### config.mk
export PLATFORM = sky130hd
export DESIGN_NAME = rle_escape_decoder_unit_flat
export DESIGN_NICKNAME = d
export VERILOG_FILES = /design/src/design/rled_pkg.sv /design/src/design/rled_if.sv /design/src/design/rle_escape_decoder_unit.sv /design/src/design/rled_front.sv /design/src/design/rled_queue.sv /design/src/design/rled_back.sv /design/src/flat_wrapper.sv
export SDC_FILE = /design/constraint.sdc
export NUM_CORES = 1
export LEC_CHECK = 0
export ABC_CLOCK_PERIOD_IN_PS = 13300
export CAP_MARGIN = 20
export CORE_ASPECT_RATIO = 0.5
export CORE_MARGIN = 2
export CORE_UTILIZATION = 40
export DETAILED_ROUTE_END_ITERATION = 8
export DONT_BUFFER_PORTS = 1
export PLACE_DENSITY_LB_ADDON = 0.2
export SLEW_MARGIN = 20
export SYNTH_ARGS = -nofsm -noshare
export SYNTH_HDL_FRONTEND = slang
export SYNTH_SLANG_ARGS = --single-unit
### constraint.sdc
create_clock -name clk -period 13.3 [get_ports clk]
set_input_delay 1.33 -clock clk [delete_from_list [all_inputs] [get_ports clk]]
set_output_delay 1.33 -clock clk [all_outputs]
set_load 0.03 [all_outputs]
### src/design/rled_pkg.sv
// Package for the escape-byte run-length decoder.
// Types, codes and default sizes shared by the decoder modules; depends on nothing.
`default_nettype none

package rled_pkg;

	// Default sizes, handed down from the top level
	localparam int BYTES_PER_RESULT_DEF = 4;
	localparam int LENGTH_BITS_DEF      = 24;
	localparam int QUEUE_DEPTH_DEF      = 2;

	// Fixed by the result format
	localparam int MAX_RESULTS = 64;
	localparam int DATA_LANES  = 4;
	localparam int CAP_BITS    = 24;

	// Header byte that selects escape mode
	localparam logic [7:0] MODE_Y = 8'h59;

	typedef enum logic [2:0] {
		PH_HEADER = 3'd0,
		PH_ESCKEY = 3'd1,
		PH_DATA   = 3'd2,
		PH_VALUE  = 3'd3,
		PH_COUNT  = 3'd4,
		PH_RAW    = 3'd5
	} phase_t;

	typedef enum logic [1:0] {
		ST_OK       = 2'd0,
		ST_OVERFLOW = 2'd1,
		ST_TRUNC    = 2'd2
	} status_t;

	// One classified input item: count copies of value (a literal has count 1)
	typedef struct packed {
		logic [7:0] value;
		logic [7:0] count;
		logic       last;
		logic       trunc;
	} cmd_t;

endpackage

`default_nettype wire

### src/design/rled_if.sv
// Handshake channels of the decoder: compressed bytes in, packed results out.
// Valid/ready with payload; no dependencies.
`default_nettype none

interface rled_byte_if;
	logic       valid;
	logic       ready;
	logic [7:0] in_byte;
	logic       in_last;

	modport source (output valid, output in_byte, output in_last, input ready);
	modport sink (input valid, input in_byte, input in_last, output ready);
endinterface

interface rled_result_if;
	logic        valid;
	logic        ready;
	logic [31:0] out_data;
	logic [2:0]  out_count;
	logic        item_done;
	logic        stream_end;
	logic [23:0] total_length;
	logic [1:0]  status;

	modport source (output valid, output out_data, output out_count, output item_done,
		output stream_end, output total_length, output status, input ready);
	modport sink (input valid, input out_data, input out_count, input item_done,
		input stream_end, input total_length, input status, output ready);
endinterface

`default_nettype wire

### src/design/rle_escape_decoder_unit.sv
// Top level of the escape-byte run-length decoder: capacity register, front end,
// command queue and back end. Depends on rled_pkg, rled_if, rled_front, rled_queue, rled_back.
//
// Decodes one compressed byte per accepted item. The first byte of a stream picks
// the mode ('Y' selects escape mode, with the escape byte next); an escape, value,
// count triplet expands to count copies of value, other bytes pass through, and
// the final result of a stream carries its length and status. Literal bytes flow
// at one item per cycle while the queue has room and the receiver is ready. Runs
// hold the back end, cut into BYTES_PER_RESULT-byte results, one per cycle while
// the receiver is ready; the queue keeps accepting input until full. Header, escape
// and value bytes give no result unless they close the stream. The user must
// write the capacity register only while idle; the block does not enforce it. It
// takes effect on the next stream byte; there is no clearing pass after reset.
`default_nettype none

module rle_escape_decoder_unit
	import rled_pkg::*;
#(
	parameter int BYTES_PER_RESULT = BYTES_PER_RESULT_DEF,
	parameter int LENGTH_BITS      = LENGTH_BITS_DEF,
	parameter int QUEUE_DEPTH      = QUEUE_DEPTH_DEF
) (
	input  wire logic                clk,
	input  wire logic                arst_n,
	input  wire logic                capacity_we,
	input  wire logic [CAP_BITS-1:0] capacity_wdata,
	rled_byte_if.sink                stream,
	rled_result_if.source            result
);

	logic [LENGTH_BITS-1:0]          cap_q;
	logic [LENGTH_BITS+CAP_BITS-1:0] cap_wide;
	logic [LENGTH_BITS+CAP_BITS-1:0] cap_rst_wide;
	logic                            push;
	cmd_t                            push_cmd;
	logic                            q_full;
	logic                            pop;
	logic                            q_valid;
	cmd_t                            q_cmd;

	// Fit the written capacity to the length width
	assign cap_wide     = {{LENGTH_BITS{1'b0}}, capacity_wdata};
	assign cap_rst_wide = {{LENGTH_BITS{1'b0}}, {CAP_BITS{1'b1}}};

	always_ff @(posedge clk or negedge arst_n) begin
		if (!arst_n) begin
			cap_q <= cap_rst_wide[LENGTH_BITS-1:0];
		end else if (capacity_we) begin
			cap_q <= cap_wide[LENGTH_BITS-1:0];
		end
	end

	rled_front u_front (
		.clk    (clk),
		.arst_n (arst_n),
		.stream (stream),
		.q_full (q_full),
		.push   (push),
		.cmd    (push_cmd)
	);

	rled_queue #(
		.DEPTH (QUEUE_DEPTH)
	) u_queue (
		.clk        (clk),
		.arst_n     (arst_n),
		.push       (push),
		.push_cmd   (push_cmd),
		.full       (q_full),
		.pop        (pop),
		.head_valid (q_valid),
		.head_cmd   (q_cmd)
	);

	rled_back #(
		.BYTES_PER_RESULT (BYTES_PER_RESULT),
		.LENGTH_BITS      (LENGTH_BITS)
	) u_back (
		.clk      (clk),
		.arst_n   (arst_n),
		.capacity (cap_q),
		.q_valid  (q_valid),
		.q_cmd    (q_cmd),
		.pop      (pop),
		.result   (result)
	);

endmodule

`default_nettype wire

### src/design/rled_front.sv
// Front end: accepts compressed bytes, tracks the header/escape phase and
// turns each item into a run command. Depends on rled_pkg and rled_byte_if.
`default_nettype none

module rled_front
	import rled_pkg::*;
(
	input  wire logic   clk,
	input  wire logic   arst_n,
	rled_byte_if.sink   stream,
	input  wire logic   q_full,
	output logic        push,
	output cmd_t        cmd
);

	phase_t     phase_q;
	phase_t     phase_d;
	logic [7:0] esc_q;
	logic [7:0] run_q;
	logic       fire;
	logic       keep;

	assign stream.ready = !q_full;
	assign fire         = stream.valid && stream.ready;

	// Next phase from the current byte
	always_comb begin
		case (phase_q)
			PH_ESCKEY: phase_d = PH_DATA;
			PH_DATA:   phase_d = (stream.in_byte == esc_q) ? PH_VALUE : PH_DATA;
			PH_VALUE:  phase_d = PH_COUNT;
			PH_COUNT:  phase_d = PH_DATA;
			PH_RAW:    phase_d = PH_RAW;
			default:   phase_d = (stream.in_byte == MODE_Y) ? PH_ESCKEY : PH_RAW;
		endcase
	end

	// Classify the item into a command
	always_comb begin
		keep      = 1'b0;
		cmd.value = stream.in_byte;
		cmd.count = 8'd1;
		case (phase_q)
			PH_DATA: keep = (stream.in_byte != esc_q);
			PH_COUNT: begin
				keep      = 1'b1;
				cmd.value = run_q;
				cmd.count = stream.in_byte;
			end
			PH_RAW:  keep = 1'b1;
			default: keep = 1'b0;
		endcase
		if (!keep) begin
			cmd.count = 8'd0;
		end
		cmd.last  = stream.in_last;
		cmd.trunc = stream.in_last && ((phase_d == PH_VALUE) || (phase_d == PH_COUNT));
		// Drop items that yield nothing unless they close the stream
		push      = fire && (keep || stream.in_last);
	end

	// Advance phase and capture escape and run bytes
	always_ff @(posedge clk or negedge arst_n) begin
		if (!arst_n) begin
			phase_q <= PH_HEADER;
			esc_q   <= 8'd0;
			run_q   <= 8'd0;
		end else if (fire) begin
			phase_q <= stream.in_last ? PH_HEADER : phase_d;
			if (phase_q == PH_ESCKEY) begin
				esc_q <= stream.in_byte;
			end
			if (phase_q == PH_VALUE) begin
				run_q <= stream.in_byte;
			end
		end
	end

endmodule

`default_nettype wire

### src/design/rled_queue.sv
// Short command queue between the front and back ends.
// Holds cmd_t entries in arrival order; depends on rled_pkg.
`default_nettype none

module rled_queue
	import rled_pkg::*;
#(
	parameter int DEPTH = QUEUE_DEPTH_DEF
) (
	input  wire logic clk,
	input  wire logic arst_n,
	input  wire logic push,
	input  wire cmd_t push_cmd,
	output logic      full,
	input  wire logic pop,
	output logic      head_valid,
	output cmd_t      head_cmd
);

	localparam int PW = (DEPTH > 1) ? $clog2(DEPTH) : 1;
	localparam int CW = $clog2(DEPTH + 1);

	cmd_t          mem_q [DEPTH];
	logic [PW-1:0] wr_ptr_q;
	logic [PW-1:0] rd_ptr_q;
	logic [CW-1:0] fill_q;

	assign full       = (fill_q == CW'(DEPTH));
	assign head_valid = (fill_q != '0);
	assign head_cmd   = mem_q[rd_ptr_q];

	// Store the pushed entry
	always_ff @(posedge clk) begin
		if (push) begin
			mem_q[wr_ptr_q] <= push_cmd;
		end
	end

	// Advance pointers and fill level
	always_ff @(posedge clk or negedge arst_n) begin
		if (!arst_n) begin
			wr_ptr_q <= '0;
			rd_ptr_q <= '0;
			fill_q   <= '0;
		end else begin
			if (push) begin
				wr_ptr_q <= (wr_ptr_q == PW'(DEPTH - 1)) ? '0 : wr_ptr_q + 1'b1;
			end
			if (pop) begin
				rd_ptr_q <= (rd_ptr_q == PW'(DEPTH - 1)) ? '0 : rd_ptr_q + 1'b1;
			end
			if (push && !pop) begin
				fill_q <= fill_q + 1'b1;
			end else if (pop && !push) begin
				fill_q <= fill_q - 1'b1;
			end
		end
	end

endmodule

`default_nettype wire

### src/design/rled_back.sv
// Back end: applies the capacity limit to each command, counts decoded bytes
// and packs them into registered results. Depends on rled_pkg and rled_result_if.
`default_nettype none

module rled_back
	import rled_pkg::*;
#(
	parameter int BYTES_PER_RESULT = BYTES_PER_RESULT_DEF,
	parameter int LENGTH_BITS      = LENGTH_BITS_DEF
) (
	input  wire logic                   clk,
	input  wire logic                   arst_n,
	input  wire logic [LENGTH_BITS-1:0] capacity,
	input  wire logic                   q_valid,
	input  wire cmd_t                   q_cmd,
	output logic                        pop,
	rled_result_if.source               result
);

	localparam int EMIT_MAX = MAX_RESULTS * BYTES_PER_RESULT;

	// Run in progress
	logic                   active_q;
	logic [7:0]             rem_q;
	logic [7:0]             val_q;
	logic                   last_q;
	logic [LENGTH_BITS-1:0] total_q;
	status_t                status_q;

	// Per-stream counters
	logic [LENGTH_BITS-1:0] decoded_q;
	logic                   ovf_q;

	// Output register
	logic                   out_valid_q;
	logic [31:0]            data_q;
	logic [2:0]             count_q;
	logic                   done_q;
	logic                   end_q;
	logic [23:0]            length_q;
	logic [1:0]             stat_q;

	logic                   below;
	logic [LENGTH_BITS-1:0] room;
	logic                   over;
	logic [7:0]             kept;
	logic [7:0]             nemit;
	logic [LENGTH_BITS-1:0] total_new;
	status_t                status_new;
	logic                   start;
	logic                   emit;
	logic                   last_chunk;
	logic [3:0]             chunk;
	logic [31:0]            lanes;
	logic [LENGTH_BITS+23:0] total_wide;

	// Limit the command against the remaining capacity
	always_comb begin
		below     = (decoded_q < capacity);
		room      = below ? (capacity - decoded_q) : '0;
		over      = (LENGTH_BITS'(q_cmd.count) > room);
		kept      = over ? room[7:0] : q_cmd.count;
		nemit     = (10'(kept) > 10'(EMIT_MAX)) ? 8'(EMIT_MAX) : kept;
		total_new = below ? (decoded_q + LENGTH_BITS'(kept)) : capacity;
		if (q_cmd.trunc) begin
			status_new = ST_TRUNC;
		end else if (ovf_q || over) begin
			status_new = ST_OVERFLOW;
		end else begin
			status_new = ST_OK;
		end
		start = (nemit != 8'd0) || q_cmd.last;
	end

	// Cut the next chunk of the run
	always_comb begin
		emit       = active_q && (!out_valid_q || result.ready);
		last_chunk = (rem_q <= 8'(BYTES_PER_RESULT));
		chunk      = last_chunk ? rem_q[3:0] : 4'(BYTES_PER_RESULT);
		for (int i = 0; i < DATA_LANES; i++) begin
			lanes[8*i +: 8] = (4'(i) < chunk) ? val_q : 8'd0;
		end
		pop        = q_valid && (!active_q || (emit && last_chunk));
		total_wide = {24'd0, total_q};
	end

	// Take a command and update the stream counters
	always_ff @(posedge clk or negedge arst_n) begin
		if (!arst_n) begin
			active_q  <= 1'b0;
			decoded_q <= '0;
			ovf_q     <= 1'b0;
		end else begin
			if (pop) begin
				active_q <= start;
				if (q_cmd.last) begin
					decoded_q <= '0;
					ovf_q     <= 1'b0;
				end else begin
					decoded_q <= below ? total_new : decoded_q;
					ovf_q     <= ovf_q || over;
				end
			end else if (emit && last_chunk) begin
				active_q <= 1'b0;
			end
		end
	end

	// Hold run payload; step the remaining count
	always_ff @(posedge clk) begin
		if (pop) begin
			rem_q    <= nemit;
			val_q    <= q_cmd.value;
			last_q   <= q_cmd.last;
			total_q  <= total_new;
			status_q <= status_new;
		end else if (emit) begin
			rem_q <= rem_q - 8'(chunk);
		end
	end

	// Result register valid
	always_ff @(posedge clk or negedge arst_n) begin
		if (!arst_n) begin
			out_valid_q <= 1'b0;
		end else if (emit) begin
			out_valid_q <= 1'b1;
		end else if (result.ready) begin
			out_valid_q <= 1'b0;
		end
	end

	// Result register payload
	always_ff @(posedge clk) begin
		if (emit) begin
			data_q   <= lanes;
			count_q  <= chunk[2:0];
			done_q   <= last_chunk;
			end_q    <= last_chunk && last_q;
			length_q <= (last_chunk && last_q) ? total_wide[23:0] : 24'd0;
			stat_q   <= (last_chunk && last_q) ? status_q : ST_OK;
		end
	end

	assign result.valid        = out_valid_q;
	assign result.out_data     = data_q;
	assign result.out_count    = count_q;
	assign result.item_done    = done_q;
	assign result.stream_end   = end_q;
	assign result.total_length = length_q;
	assign result.status       = stat_q;

endmodule

`default_nettype wire

### src/flat_wrapper.sv
// flat-port wrapper written by rule: the top's interface ports become plain ports
module rle_escape_decoder_unit_flat import rled_pkg::*;
#(
	parameter int BYTES_PER_RESULT = BYTES_PER_RESULT_DEF,
	parameter int LENGTH_BITS      = LENGTH_BITS_DEF,
	parameter int QUEUE_DEPTH      = QUEUE_DEPTH_DEF
)
  (clk, arst_n, capacity_we, capacity_wdata, stream_valid, stream_in_byte, stream_in_last, stream_ready, result_valid, result_out_data, result_out_count, result_item_done, result_stream_end, result_total_length, result_status, result_ready);
  rled_byte_if stream_i ();
  rled_result_if result_i ();
  input  wire logic clk;
  input  wire logic arst_n;
  input  wire logic capacity_we;
  input  wire logic [CAP_BITS-1:0] capacity_wdata;
  input wire logic [$bits(stream_i.valid)-1:0] stream_valid;
  input wire logic [$bits(stream_i.in_byte)-1:0] stream_in_byte;
  input wire logic [$bits(stream_i.in_last)-1:0] stream_in_last;
  output wire logic [$bits(stream_i.ready)-1:0] stream_ready;
  output wire logic [$bits(result_i.valid)-1:0] result_valid;
  output wire logic [$bits(result_i.out_data)-1:0] result_out_data;
  output wire logic [$bits(result_i.out_count)-1:0] result_out_count;
  output wire logic [$bits(result_i.item_done)-1:0] result_item_done;
  output wire logic [$bits(result_i.stream_end)-1:0] result_stream_end;
  output wire logic [$bits(result_i.total_length)-1:0] result_total_length;
  output wire logic [$bits(result_i.status)-1:0] result_status;
  input wire logic [$bits(result_i.ready)-1:0] result_ready;
  assign stream_i.valid = stream_valid;
  assign stream_i.in_byte = stream_in_byte;
  assign stream_i.in_last = stream_in_last;
  assign stream_ready = stream_i.ready;
  assign result_valid = result_i.valid;
  assign result_out_data = result_i.out_data;
  assign result_out_count = result_i.out_count;
  assign result_item_done = result_i.item_done;
  assign result_stream_end = result_i.stream_end;
  assign result_total_length = result_i.total_length;
  assign result_status = result_i.status;
  assign result_i.ready = result_ready;
  rle_escape_decoder_unit #(.BYTES_PER_RESULT(BYTES_PER_RESULT), .LENGTH_BITS(LENGTH_BITS), .QUEUE_DEPTH(QUEUE_DEPTH)) u_core (.clk(clk), .arst_n(arst_n), .capacity_we(capacity_we), .capacity_wdata(capacity_wdata), .stream(stream_i), .result(result_i));
endmodule
==> results <==
- The first global-routing pass estimated 47.5 mm of wire.
- The last weighted congestion value of the routability-driven placer is 0.929.
- Static timing analysis puts the maximum clock frequency at 0.114 GHz.
- In this run the horizontal extent of the chip is 244 um.
- For the worst-skew pair, the clock arrives at the later sink with an insertion delay of 520 ps.
- The total grt overflow is 0.
- The Yosys step of the flow raised 0 warnings.
- In this run the number of H-tree levels came out at 1.
- Setup repair after global routing left no endpoint under its margin.
- Wire segments on met2 add up to 11.9 mm in the final route.
- The setup-violating endpoint count in the final report is 0.
- The fraction of final layout cells sized beyond drive strength 1 is between 10% and 20%.
- The number of enable flip-flop cells after synthesis is 142.
- The clock transition at the registers of the reported paths is ~70 ps.
- The setup clock skew after layout is 12.3 ps.
- After layout, the worst path uses 66.0% of the clock period.
- By instance count, the cell type seen most on the critical path is sky130_fd_sc_hd__o21ai_0.
- Power spread over the standard cell area amounts to 206 mW/mm2.
- The total standard cell area after synthesis is approximately 0.012 mm2.
- Summed over all cells, the static leakage comes to around 4.8 nW.
- The final hold violation count was 0.
- Entering global routing, the biggest net connects 75 pins.
- In the global route stage, overall resource usage came out at between 20% and 30%.
- The most common cell after layout, fill and taps aside is sky130_fd_sc_hd__edfxtp_1.
- The number of maximum-capacitance constraint violations is 0.
- The total negative setup slack is 0 ps.
- The site row count is 43.
- Once detailed placement completed, the half-perimeter wirelength came to 22.4 mm.
- The boundary pin count is roughly 100.
- STA classifies the critical path endpoint as a flop.
- The routed design has ~31 mm of wire.
- The maximum vdd drop is 0.0896 mV.
- The minimum period implied by the final worst setup slack is between 8000 and 9000 ps.
- Once the clock tree was built, the resizer swapped 0 gates to a different size.
- In this run, the number of DRC markers left after iteration 0 of detailed routing was 818.
- The final max-slew violation count was 0.
- The detail-routed net length per standard cell is 21.7 um.
- The starting utilization of the core area is 41.2%.
- The maximum number of buffers from clock root to sink is 3.
- Counting both buffers and inverters, the worst setup path holds a total of 3.
- The clock sink count is 216.
- On the critical path the largest part of the delay comes from compound AO/OA/AOI/OAI gates.
- The first TritonRoute pass finished after 6 iterations.
- The die covers roughly 0.030 mm2.
- In this design, the stage delay of the slowest critical-path cell is between 700 and 800 ps.
- Using the TritonRoute via totals, the vias-per-cell ratio works out to 5.68.
- In the final design database the tool counted around 1100 nets.
- In this run the worst hold path is classified as reg2reg.
- The floorplan step set the die height to ~120 um.
- In this run the remaining antenna-violating nets after routing total 0.
- The total setup buffers inserted after CTS is 0.
- The library cells used most frequently in the layout, excluding fill and tap cells, are sky130_fd_sc_hd__edfxtp_1, sky130_fd_sc_hd__nand2_1, sky130_fd_sc_hd__mux2_2, sky130_fd_sc_hd__o21ai_0, sky130_fd_sc_hd__a21oi_1.
- In this run, CTS created clock tree buffers numbering 21.
- The number of antenna diodes in the final layout is 0.
- The area growth from synthesis to layout is 9.81%.
- Of the synthesized area, sequential elements account for 53.1%.
- The data arrival time of the worst path is 9030 ps.
- Detailed routing inserted a total of 8040 vias.
- The number of antenna violations at the first check in global routing is 0.
- After detailed routing, the met3 layer carries 2.63 mm of wire.
- For this run, asynchronously set or reset flops after synthesis account for 34.3%.
- After detailed routing, no signal wire sits above met4.
- The area after detailed placement is roughly 0.012 mm2.
- Across all register-to-register paths, the minimum setup slack is 4530 ps.
- The via count of the first global-routing pass was 7712.
- The cell sitting at the root of the clock tree is a sky130_fd_sc_hd__clkbuf_16.
- The flow ran to the end, and the final reports show no timing, DRC or antenna violations.
- The worst setup path is launched from a flop.
- At the pin with the least slew margin, the transition time is approximately 1100 ps.
- The cell at the slowest stage of the critical path is sky130_fd_sc_hd__o21ai_1.
- TritonCTS built the clock tree.
- Buffers inserted to repair hold after CTS numbered 0.
- In this run the standard cell core region covers ~0.028 mm2.
- The detailed-route wire length on metal 1 is 15.9 mm.
- The required time at the endpoint of the critical path is 13550 ps.
- The average cell area after synthesis is 11.3 um2.
- The post-synthesis sequential element count is 216.
- During placement, the flow inserted port buffers numbering 0.
- The highest net fanout along the worst path is 11.
- After technology mapping, the gate count stands at just over 1000.
- The residual DRC count is 0.
- The worst max-slew margin expressed relative to the limit is 29.7%.
- Yosys mapped the design onto 78 distinct sky130hd cell types.
- The primary flip-flop cell chosen by synthesis mapping is sky130_fd_sc_hd__edfxtp_1.
- The final instance area is 0.0127 mm2.
- The number of nets in the synthesized netlist is 1110.
- The type of the worst setup path is reg2reg.
cell type report:
cell class | count | area [um2]
fill | 2621 | 15400
sequential | 216 | 6150
multi-input combinational | 721 | 5090
clock buffer | 25 | 561
tap | 382 | 478
inverter | 51 | 191
clock inverter | 13 | 176
timing repair buffer | 8 | 60.1
where the power goes:
part           leakage [nW]  internal (mW)  total, mW  switching (mW)
clock                 0.350          0.381      0.646           0.265
combinational          2.27          0.367      0.981           0.614
sequential             2.21          0.875      0.993           0.119
total                  4.84           1.62       2.62           0.998
final timing paths:
check | startpoint | to | cells past startpoint
max in group asynchronous | arst_n | u_core.cap_q[14] | 0
min reg2reg | u_core.u_front.run_q[0] | u_core.u_front.run_q[0] | 2
min | u_core.u_front.run_q[0] | u_core.u_front.run_q[0] | 2
max reg2reg | u_core.u_back.decoded_q[9] | u_core.u_back.total_q[20] | 30
max | u_core.u_back.decoded_q[9] | u_core.u_back.total_q[20] | 30
min in group asynchronous | arst_n | u_core.u_front.esc_q[6] | 0
registers in the layout, indices dropped and copies added (netlist names), 2 cells and up:
signal	count
u_core.u_back.rem_q	8
u_core.u_back.val_q	8
u_core.u_back.result.total_length	24
u_core.u_back.result.out_count	3
u_core.u_back.decoded_q	24
u_core.u_back.status_q	2
u_core.u_back.result.out_data	32
u_core.u_front.esc_q	8
u_core.u_queue.fill_q	2
u_core.u_back.result.status	2
u_core.u_front.phase_q	3
u_core.u_back.total_q	24
u_core.u_front.run_q	8
u_core.cap_q	24
u_core.u_queue.mem_q	36
cell families after synthesis:
family	after synthesis	share of synthesized area [%]
AOI/OAI and AO/OA	239	13.7
and+or+nand+nor	314	14.2
other	1	0.0324
muxes	81	7.81
DFF	216	53.1
xor gates and xnor gates	42	3.18
adders and majority gates	44	4.89
buffers and inverters	91	3.05
worst reg2reg max path, delay by kind of cell (launching register included):
kind / cells / cell delay, ps
AOI/OAI and AO/OA: 16 / 4880
DFF: 1 / 540
and+or+nand+nor: 5 / 870
xor gates and xnor gates: 1 / 180
muxes: 1 / 270
buffers and inverters: 3 / 320
adders and majority gates: 4 / 1450
per-stage QoR:
step | power (mW) | hold WS (ps) | std cells | util (%) | setup WS (ps)
after floorplan | 1.68 | 448 | 1028 | - | 6380
after global placement | 1.95 | 463 | 1378 | 42.6 | 5070
after detailed placement | 1.96 | 475 | 1378 | 42.6 | 4710
after CTS | 2.62 | 487 | 1416 | 45.2 | 4670
after global routing | 2.78 | 480 | 1416 | 45.2 | 3800
final | 2.62 | 491 | 1416 | 45.2 | 4530
routing by layer:
metal / vias to the layer above / GRT usage, %
li1: 3801 / -
met1: 3923 / 33.5
met2: 288 / 26.3
met3: 28 / 5.22
met4: 0 / 3.30
met5: - / 0
cells in the mapped netlist, drive strengths merged, types with 25 or more instances:
library cell,n,area [um2]
o21ai,70,350
a21oi,60,312
nand2,83,312
ha,42,526
inv,50,188
clkbuf,29,109
and2,25,156
nor2b,30,188
and3,31,194
dfrtp,50,1250
nor2,49,184
mux2,71,803
edfxtp,142,4260
Note: power is estimated with default switching activity, not from simulation.
